--- src/rtl/core/plid_pkg.sv ---
`timescale 1ns / 1ps
// ----------------------------------------------------------------------------
// plid_pkg
// Shared types, widths and codes for the positional list block.
// ----------------------------------------------------------------------------
package plid_pkg;

    localparam int CAPACITY      = 16;
    localparam int IDX_W         = $clog2(CAPACITY);
    localparam int LEN_W         = $clog2(CAPACITY + 1);
    localparam int POS_W         = 8;
    localparam int VALUE_W       = 32;
    localparam int CMD_W         = 2;
    localparam int STATUS_W      = 2;
    localparam int ENTRY_INDEX_W = 4;
    localparam int QUEUE_DEPTH   = 2;
    localparam int QPTR_W        = $clog2(QUEUE_DEPTH);
    localparam int QCNT_W        = $clog2(QUEUE_DEPTH + 1);

    // command codes
    localparam logic [CMD_W-1:0] CMD_INSERT  = 2'd0;
    localparam logic [CMD_W-1:0] CMD_DELETE  = 2'd1;
    localparam logic [CMD_W-1:0] CMD_READOUT = 2'd2;
    localparam logic [CMD_W-1:0] CMD_UNUSED  = 2'd3;

    // status codes
    localparam logic [STATUS_W-1:0] ST_OK     = 2'd0;
    localparam logic [STATUS_W-1:0] ST_EMPTY  = 2'd1;
    localparam logic [STATUS_W-1:0] ST_BADPOS = 2'd2;
    localparam logic [STATUS_W-1:0] ST_FULL   = 2'd3;

    typedef struct packed {
        logic [CMD_W-1:0]          op;
        logic [POS_W-1:0]          position;
        logic signed [VALUE_W-1:0] value;
    } t_cmd;

endpackage

--- src/rtl/core/positional_list_insert_delete.sv ---
`timescale 1ns / 1ps
// ----------------------------------------------------------------------------
// positional_list_insert_delete
// Ordered list of up to 16 signed 32-bit values with positional insert,
// delete and full read-out.
// ----------------------------------------------------------------------------
// Commands enter through a queue-style port (push/full) and land in a
// two-deep command queue; results leave through a one-word result register
// (empty/pop). Insert and delete each update the whole list at once in the
// back end, since all list cells shift in parallel; a read-out gives one
// result word per stored entry (a single ST_EMPTY word when the list is
// empty), paced by the single read port over the cell array. A command
// passes from the command queue into the result register before its word
// is on the result ports. Command 3 is accepted and produces no result.
// ----------------------------------------------------------------------------
module positional_list_insert_delete
    import plid_pkg::*;
(
    input  logic                        i_clk,
    input  logic                        i_rst_n,
    input  logic                        push,
    output logic                        full,
    input  logic [CMD_W-1:0]            i_command,
    input  logic [POS_W-1:0]            i_position,
    input  logic signed [VALUE_W-1:0]   i_value,
    output logic                        empty,
    input  logic                        pop,
    output logic [STATUS_W-1:0]         o_status,
    output logic signed [VALUE_W-1:0]   o_entry_value,
    output logic [ENTRY_INDEX_W-1:0]    o_entry_index,
    output logic                        o_last
);

    logic q_full;
    logic q_wr;
    t_cmd q_wr_data;
    logic q_rd;
    logic q_valid;
    t_cmd q_rd_data;

    plid_front u_front (
        .i_push     (push),
        .i_command  (i_command),
        .i_position (i_position),
        .i_value    (i_value),
        .i_q_full   (q_full),
        .o_full     (full),
        .o_q_wr     (q_wr),
        .o_q_data   (q_wr_data)
    );

    plid_cmd_queue u_queue (
        .i_clk     (i_clk),
        .i_rst_n   (i_rst_n),
        .i_wr      (q_wr),
        .i_wr_data (q_wr_data),
        .i_rd      (q_rd),
        .o_full    (q_full),
        .o_valid   (q_valid),
        .o_rd_data (q_rd_data)
    );

    plid_back u_back (
        .i_clk         (i_clk),
        .i_rst_n       (i_rst_n),
        .i_q_valid     (q_valid),
        .i_q_data      (q_rd_data),
        .o_q_rd        (q_rd),
        .i_pop         (pop),
        .o_empty       (empty),
        .o_status      (o_status),
        .o_entry_value (o_entry_value),
        .o_entry_index (o_entry_index),
        .o_last        (o_last)
    );

endmodule

--- src/rtl/core/plid_front.sv ---
`timescale 1ns / 1ps
// ----------------------------------------------------------------------------
// plid_front
// Input side: accepts words, drops unused commands, feeds the command queue.
// ----------------------------------------------------------------------------
module plid_front
    import plid_pkg::*;
(
    input  logic                      i_push,
    input  logic [CMD_W-1:0]          i_command,
    input  logic [POS_W-1:0]          i_position,
    input  logic signed [VALUE_W-1:0] i_value,
    input  logic                      i_q_full,
    output logic                      o_full,
    output logic                      o_q_wr,
    output t_cmd                      o_q_data
);

    logic accept;

    assign o_full = i_q_full;
    assign accept = i_push && !i_q_full;

    // unused command yields no result: drop it here
    always_comb begin
        o_q_wr = 1'b0;
        case (i_command)
            CMD_INSERT, CMD_DELETE, CMD_READOUT: o_q_wr = accept;
            CMD_UNUSED:                          o_q_wr = 1'b0;
            default:                             o_q_wr = 1'b0;
        endcase
    end

    assign o_q_data.op       = i_command;
    assign o_q_data.position = i_position;
    assign o_q_data.value    = i_value;

endmodule

--- src/rtl/core/plid_cmd_queue.sv ---
`timescale 1ns / 1ps
// ----------------------------------------------------------------------------
// plid_cmd_queue
// Short queue of classified commands between front and back.
// ----------------------------------------------------------------------------
module plid_cmd_queue
    import plid_pkg::*;
(
    input  logic i_clk,
    input  logic i_rst_n,
    input  logic i_wr,
    input  t_cmd i_wr_data,
    input  logic i_rd,
    output logic o_full,
    output logic o_valid,
    output t_cmd o_rd_data
);

    t_cmd              r_slot [QUEUE_DEPTH];
    logic [QPTR_W-1:0] r_wr_ptr;
    logic [QPTR_W-1:0] r_rd_ptr;
    logic [QCNT_W-1:0] r_count;
    logic              do_wr;
    logic              do_rd;

    assign o_full    = (r_count == QCNT_W'(QUEUE_DEPTH));
    assign o_valid   = (r_count != '0);
    assign o_rd_data = r_slot[r_rd_ptr];
    assign do_wr     = i_wr && !o_full;
    assign do_rd     = i_rd && o_valid;

    always_ff @(posedge i_clk) begin
        if (do_wr) begin
            r_slot[r_wr_ptr] <= i_wr_data;
        end
    end

    always_ff @(posedge i_clk) begin
        if (!i_rst_n) begin
            r_wr_ptr <= '0;
            r_rd_ptr <= '0;
            r_count  <= '0;
        end else begin
            if (do_wr) begin
                r_wr_ptr <= (r_wr_ptr == QPTR_W'(QUEUE_DEPTH - 1)) ? '0 : r_wr_ptr + 1'b1;
            end
            if (do_rd) begin
                r_rd_ptr <= (r_rd_ptr == QPTR_W'(QUEUE_DEPTH - 1)) ? '0 : r_rd_ptr + 1'b1;
            end
            case ({do_wr, do_rd})
                2'b10:   r_count <= r_count + 1'b1;
                2'b01:   r_count <= r_count - 1'b1;
                default: r_count <= r_count;
            endcase
        end
    end

endmodule

--- src/rtl/core/plid_back.sv ---
`timescale 1ns / 1ps
// ----------------------------------------------------------------------------
// plid_back
// Execution side: holds the list cells, carries out insert, delete and
// read-out, and drives the result register.
// ----------------------------------------------------------------------------
module plid_back
    import plid_pkg::*;
(
    input  logic                        i_clk,
    input  logic                        i_rst_n,
    input  logic                        i_q_valid,
    input  t_cmd                        i_q_data,
    output logic                        o_q_rd,
    input  logic                        i_pop,
    output logic                        o_empty,
    output logic [STATUS_W-1:0]         o_status,
    output logic signed [VALUE_W-1:0]   o_entry_value,
    output logic [ENTRY_INDEX_W-1:0]    o_entry_index,
    output logic                        o_last
);

    logic signed [VALUE_W-1:0] r_cell [CAPACITY];
    logic signed [VALUE_W-1:0] n_cell [CAPACITY];
    logic [LEN_W-1:0]          r_len;
    logic [LEN_W-1:0]          n_len;
    logic [IDX_W-1:0]          r_idx;
    logic [IDX_W-1:0]          n_idx;

    logic                        r_out_valid;
    logic [STATUS_W-1:0]         r_status;
    logic signed [VALUE_W-1:0]   r_value;
    logic [ENTRY_INDEX_W-1:0]    r_index;
    logic                        r_last;
    logic                        n_out_valid;
    logic [STATUS_W-1:0]         n_status;
    logic signed [VALUE_W-1:0]   n_value;
    logic [ENTRY_INDEX_W-1:0]    n_index;
    logic                        n_last;

    logic                        out_free;
    logic                        go;
    logic [LEN_W-1:0]            ins_pos;
    logic [LEN_W-1:0]            del_pos;
    logic                        rd_final;

    assign out_free = !r_out_valid || i_pop;
    assign go       = out_free && i_q_valid;

    // insert past the end appends
    assign ins_pos  = (i_q_data.position >= POS_W'(r_len)) ? r_len
                                                           : LEN_W'(i_q_data.position);
    assign del_pos  = LEN_W'(i_q_data.position);
    assign rd_final = (LEN_W'(r_idx) + LEN_W'(1) >= r_len);

    always_comb begin
        n_cell      = r_cell;
        n_len       = r_len;
        n_idx       = r_idx;
        n_out_valid = r_out_valid && !i_pop;
        n_status    = r_status;
        n_value     = r_value;
        n_index     = r_index;
        n_last      = r_last;
        o_q_rd      = 1'b0;
        if (go) begin
            n_out_valid = 1'b1;
            n_status    = ST_OK;
            n_value     = '0;
            n_index     = '0;
            n_last      = 1'b1;
            case (i_q_data.op)
                CMD_INSERT: begin
                    o_q_rd = 1'b1;
                    if (r_len == LEN_W'(CAPACITY)) begin
                        n_status = ST_FULL;
                    end else begin
                        for (int i = 0; i < CAPACITY; i++) begin
                            if (LEN_W'(i) == ins_pos) begin
                                n_cell[i] = i_q_data.value;
                            end else if (LEN_W'(i) > ins_pos) begin
                                n_cell[i] = r_cell[(i == 0) ? 0 : i - 1];
                            end
                        end
                        n_len = r_len + 1'b1;
                    end
                end
                CMD_DELETE: begin
                    o_q_rd = 1'b1;
                    if (r_len == '0) begin
                        n_status = ST_EMPTY;
                    end else if (i_q_data.position >= POS_W'(r_len)) begin
                        n_status = ST_BADPOS;
                    end else begin
                        for (int i = 0; i < CAPACITY - 1; i++) begin
                            if (LEN_W'(i) >= del_pos) begin
                                n_cell[i] = r_cell[i + 1];
                            end
                        end
                        n_len = r_len - 1'b1;
                    end
                end
                CMD_READOUT: begin
                    if (r_len == '0) begin
                        o_q_rd   = 1'b1;
                        n_status = ST_EMPTY;
                    end else begin
                        // one entry per word; hold the command until the last
                        n_value = r_cell[r_idx];
                        n_index = ENTRY_INDEX_W'(r_idx);
                        n_last  = rd_final;
                        if (rd_final) begin
                            o_q_rd = 1'b1;
                            n_idx  = '0;
                        end else begin
                            n_idx  = r_idx + 1'b1;
                        end
                    end
                end
                default: begin
                    o_q_rd      = 1'b1;
                    n_out_valid = r_out_valid && !i_pop;
                end
            endcase
        end
    end

    always_ff @(posedge i_clk) begin
        r_cell   <= n_cell;
        r_status <= n_status;
        r_value  <= n_value;
        r_index  <= n_index;
        r_last   <= n_last;
    end

    always_ff @(posedge i_clk) begin
        if (!i_rst_n) begin
            r_len       <= '0;
            r_idx       <= '0;
            r_out_valid <= 1'b0;
        end else begin
            r_len       <= n_len;
            r_idx       <= n_idx;
            r_out_valid <= n_out_valid;
        end
    end

    assign o_empty       = !r_out_valid;
    assign o_status      = r_status;
    assign o_entry_value = r_value;
    assign o_entry_index = r_index;
    assign o_last        = r_last;

endmodule
--- config.mk ---
export PLATFORM = sky130hd
export DESIGN_NAME = positional_list_insert_delete
export DESIGN_NICKNAME = d
export VERILOG_FILES = /design/src/rtl/core/plid_pkg.sv /design/src/rtl/core/positional_list_insert_delete.sv /design/src/rtl/core/plid_front.sv /design/src/rtl/core/plid_cmd_queue.sv /design/src/rtl/core/plid_back.sv
export SDC_FILE = /design/constraint.sdc
export NUM_CORES = 2
export LEC_CHECK = 0
export CORE_ASPECT_RATIO = 1.4
export CORE_MARGIN = 2
export CORE_UTILIZATION = 26
export DETAILED_ROUTE_END_ITERATION = 12
export DONT_BUFFER_PORTS = 1
export PLACE_DENSITY_LB_ADDON = 0.08
export REMOVE_ABC_BUFFERS = 1
export SLEW_MARGIN = 20
export SYNTH_ARGS = -nofsm -noshare
export SYNTH_HDL_FRONTEND = slang
export SYNTH_SLANG_ARGS = --single-unit
--- constraint.sdc ---
create_clock -name i_clk -period 5.59 [get_ports i_clk]
set_input_delay 1.118 -clock i_clk [delete_from_list [all_inputs] [get_ports i_clk]]
set_output_delay 1.118 -clock i_clk [all_outputs]
set_load 0.02 [all_outputs]
### Word-level counts from Yosys, hierarchy flattened

Memory sizes are Yosys's and may differ from the RTL's. A register that Yosys moved wholly into a read port is not among the register bits.
Cells that the tools add are included.

* register bits: 565
* bits in latches: 0
* memory bits (writable): 84
* ROM bits: 0
* bits of input ports: 46
* output and inout bits: 41
* logic and storage cells: 245
* memories kept: 1

* $add $sub $neg: 8
* $mul: 0
* div/mod/pow operators: 0
* magnitude comparators: 33
* equality and inequality tests: 57
* shift operators: 0
* multiplexer cells: 78
* bitwise operators: 4
* reductions and logical operators: 38

Memory list
* u_queue.r_slot: depth 2, width 42, read ports 1, clocked after memory_dff 1, write ports 1, line plid_cmd_queue.sv:19 `t_cmd r_slot [QUEUE_DEPTH];`

Operators with widths (count)
* $mux 32: 48
* $mux 480: 2
* $pmux 480 s2: 1
* $mux 512: 1
* $bmux 32 s4: 1
* $reduce_and 7->1: 15
* $ne 3x1->1 const B: 14
* $eq 4x5->1 const A: 8
* $gt 4x5->1 const A: 8
* $ge 4x5->1 const A: 7
* $ne 2x1->1 const B: 16
* $eq 3x5->1 const A: 4
* $ge 3x5->1 const A: 4
* $gt 3x5->1 const A: 4
* $mux 5: 4
* $mux 1: 13
* $eq 2x2->1 const B: 5
* $eq 2x5->1 const A: 2
* $ge 1x5->1 const A: 2
* $ge 2x5->1 const A: 2
* $gt 2x5->1 const A: 2
* $logic_not 5->1: 2
* $pmux 5 s2: 1
* $ge 8x5->1: 1
* other kinds (31): 51

### Depth between registers and ports, before layout

* depth after elaboration: 9
* mapped depth: 17
* gate-level depth less buffers: 10

### Hierarchy

A second synthesis with hierarchy kept.

* cell total of the unflattened synthesis: 3037
* area total of the unflattened synthesis: 36191.0 µm²

Modules (own cells, without submodules)
* plid_back: instances 1, cells each 2835, area an instance 32593.8 µm², seq. area each 16746.1 µm²
* plid_cmd_queue: instances 1, cells each 157, area an instance 3258.1 µm², seq. area each 2622.5 µm²
* plid_front: instances 1, cells each 45, area an instance 339.1 µm², seq. area each 0.0 µm²

### Worst setup path before layout

No wires, ideal clock.

* kind: flip-flop to flip-flop
* start: reg (tool-made name)
* end: reg u_back.r_cell[416] in the netlist's numbering, enable pin
* library setup time: 0.474 ns
* data arrival time: 5.380 ns
* required time: 5.116 ns
* setup slack: -0.264 ns
* stages on the path, launching flop included: 15
* buffers on the path: 7
* clock period less this slack: 5.854 ns
* cells stage by stage: dfxtp_1 buf_2 buf_4 buf_4 buf_2 mux2_2 ha_1 a2111o_1 a31oi_1 buf_6 buf_6 buf_4 a21oi_1 a21o_1 a221oi_1

RTL lines
* end signal, assigned: line plid_back.sv:129 `r_cell <= n_cell;`
* end, declared: line plid_back.sv:23 `logic signed [VALUE_W-1:0] r_cell [CAPACITY];`

==> flow_summary.toml <==
[route]
ant_nets = 0
vias = 26230
drc_errors = 0
wl_per_cell_microns = 29.05
firstDrtPassIters = 6
drtIter0Drc = 2334
postRouteWirelength_microns = 136600
via_per_inst = 5.580

[placed_design]
hpwl_microns = 74410
gp_congestion = 0.7670
dpl_cell_area_sq_um = 37760
portBuffers = 0
pre_cts_ws_ns = 1.003

[critical_path]
crit_slowest_cell = "a21oi_4"
crit_family = "buffers and inverters"
crit_path_max_fanout = 124
cp_cell_sequence = "buf_4, nand2b_1, o22a_1, inv_8, a21oi_4, buf_12, buf_4, and2_1, a221o_1"
cp-start-kind = "flop"
critPathKind = "reg2reg"
crit_top_cell = "buf_4"
cp.required_ns = 6.12
critPathCaptureType = "flop"
r2r_end = "u_back.r_cell[56]"
worst_path_largest_cell_delay_ns = 0.92
ff2ff_setup_slack_ns = 1.08
critPathBufInv = 4
critPathArrivalTime_ns = 5.04
reg2regPathDepth = 9

[timing]
clock_skew_ns = 0.02766
slew_violations = 0
setup-violations-final = 0
max_freq_ghz = 0.2218
finalWorstPathRequiredPeriod_ns = 4.510
max_slew_margin_pct = 28.70
rsz0062_at_grt = "false"
hold_viol = 0
final.setup.tns_ns = 0
worstMarginPinSlew_ns = 1.070
finalCritPeriodShare_pct = 80.67
whs_ns = 0.5090
setup_ws_ns = 1.080

[clock_network]
clock_sinks = 650
post_cts_resized = 0
cts_hold_buf = 0
postCtsSetupBuffers = 0
clock-root-buffer = "clkbuf_16"
clk_latency_ns = 0.68
h-tree-depth = 3
cts_buffers = 76
cts_buffer_depth = 3
cts_tree = "yes"
clk_pin_slew_ns = 0.06

[global_route]
grt_max_degree = 188
busiest_layer = "met2"
gr-total-overflow = 0
grt_pass1_vias = 26770
met2_usage_pct = 32.66
grtUsageMet1_pct = 25.48
grt_pass1_wl_microns = 196600
use_met3_pct = 2.634
gr-usage-all-layers_pct = 19.44
grt_antenna_before_repair = 2

[floorplan]
rows = 160
die_w_microns = 315.8
die_area_sq_um = 139200
io_pins = 87
start_util_pct = 26.12
die_h_microns = 440.6
core-area_sq_um = 135500

[synth]
seq_area_frac_synth_pct = 54.72
ys.flop_type = "edfxtp_1"
postSynth.asyncResetShare_pct = 0
ys_warn_count = 0
syn_inst = 2982
avgSynthCellArea_sq_um = 11.87
synth_edf_count = 635
synthDistinctLibCells = 72
synth_area_sq_um = 35400
ys_seq_elements = 650

[power]
peakVddDrop_mv = 0.3546
p_per_area_nw_per_um2 = 443.9
p_leak_nw = 13.00
total_power_w = 0.01785

[final_layout]
final_common_cell = "edfxtp_1"
syn_to_final_growth_pct = 13.61
num-fill-cells = 13660
layout.nets = 2915
mostFrequentLayoutCells = "edfxtp_1 (635), nand2_1 (581), nand3_1 (338)"
drive_above_1_share_pct = 16.88
final_area_sq_um = 40210

[hold_path]
min_from = "u_queue.r_count[1]"
hold_class = "reg2reg"
whs_path_depth = 2
min_to = "u_queue.r_count[1]"

[run]
maxCapViolCount = 0

[run_status]
status = "finished clean"
==> flip-flops by register name, summed over array words and instances, names as in the netlist, named ones only <==
register	flops
u_back.o_entry_value	32
u_back.o_status	2
u_back.r_len	5
u_back.r_out_valid	1
u_queue.r_count	2
u_queue.r_wr_ptr	1
u_queue.r_rd_ptr	1
u_back.r_cell	512
u_back.o_entry_index	4
u_back.r_idx	4
u_back.o_last	1
u_queue.r_slot	84
==> cell usage after synthesis, types with 7 or more instances <==
master / instances / area share, %
a221o_1: 128 / 3.6
nand3_1: 338 / 4.8
clkbuf_1: 150 / 1.6
nor3_1: 9 / 0.13
ha_1: 15 / 0.53
a21oi_1: 25 / 0.35
mux2i_2: 8 / 0.31
buf_1: 28 / 0.30
o211ai_1: 301 / 6.4
mux4_2: 160 / 10
nor2_1: 172 / 1.8
and2_1: 68 / 1.2
nand2_1: 581 / 6.2
nand2b_1: 12 / 0.21
edfxtp_1: 635 / 54
o21ai_0: 18 / 0.25
mux2_2: 63 / 2.0
buf_6: 9 / 0.29
xnor2_1: 7 / 0.17
inv_1: 17 / 0.18
mux2i_1: 8 / 0.23
dfxtp_1: 15 / 0.85
o211ai_2: 20 / 0.71
buf_4: 14 / 0.30
buf_2: 92 / 1.3
==> stage by stage <==
| step | utilization [%] | cells |
|---|---|---|
| final | 29.67 | 4701 |
| after global routing | 29.66 | 4697 |
| after CTS | 29.66 | 4697 |
| after detailed placement | 27.86 | 4557 |
| after global placement | 27.86 | 4557 |
| after floorplan | - | 2688 |
==> worst max-delay path by stage <==
stage                     start            endpoint  slack, ns  depth (start not counted)
after detailed placement   flop  u_back.r_cell[458]       1.00                          8
after global routing       flop  u_back.r_cell[208]       0.85                          8
after floorplan            flop  u_back.r_cell[224]     -14.38                          6
final                      flop   u_back.r_cell[56]       1.08                          9
after global placement     flop  u_back.r_cell[298]       1.06                          8
after CTS                  flop   u_back.r_cell[89]        1.0                          9
==> metal layers <==
| metal | part of all wire, % | vias to the layer above |
|---|---|---|
| met3 | 5.3 | 204 |
| met2 | 49 | 1020 |
| met5 | 0.0095 | - |
| li1 | - | 11330 |
| met1 | 43 | 13680 |
| met4 | 3.2 | 2 |
==> area by class of cell <==
type	instances	area, sq um	area share, %
antenna	4	10.01	0.02489
clock buffer	95	2037	5.065
timing repair buffer	87	1141	2.837
sequential	650	19380	48.19
clock inverter	45	405.4	1.008
inverter	19	81.33	0.2022
tap	1782	2230	5.544
multi-input combinational	2019	14930	37.12
==> logic make-up (layout without fill, tap and decap cells) <==
group / Yosys count / count (layout) / share of synthesized area, %
compound gates: 545 / 545 / 12.66
xor+xnor: 9 / 9 / 0.2227
fa+ha+maj: 16 / 16 / 0.5868
buf+inv: 313 / 246 / 4.030
flops: 650 / 650 / 54.72
mux: 245 / 245 / 12.98
other cells: 0 / 4 / 0
simple gates: 1204 / 1204 / 14.81
==> report_power, final <==
group	internal (W)	switching, W	leakage [nW]
Sequential	0.00658	0.000584	5.93
Clock	0.00287	0.00224	1.19
Combinational	0.00178	0.00380	5.88
==> worst register-to-register path, stage by stage (launching register included) <==
cell	delay [ns]
dfxtp_4	0.63
buf_4	0.62
nand2b_1	0.21
o22a_1	0.48
inv_8	0.36
a21oi_4	0.93
buf_12	0.36
buf_4	0.37
and2_1	0.26
a221o_1	0.16
No activity file was read; power rests on OpenSTA's default activity.
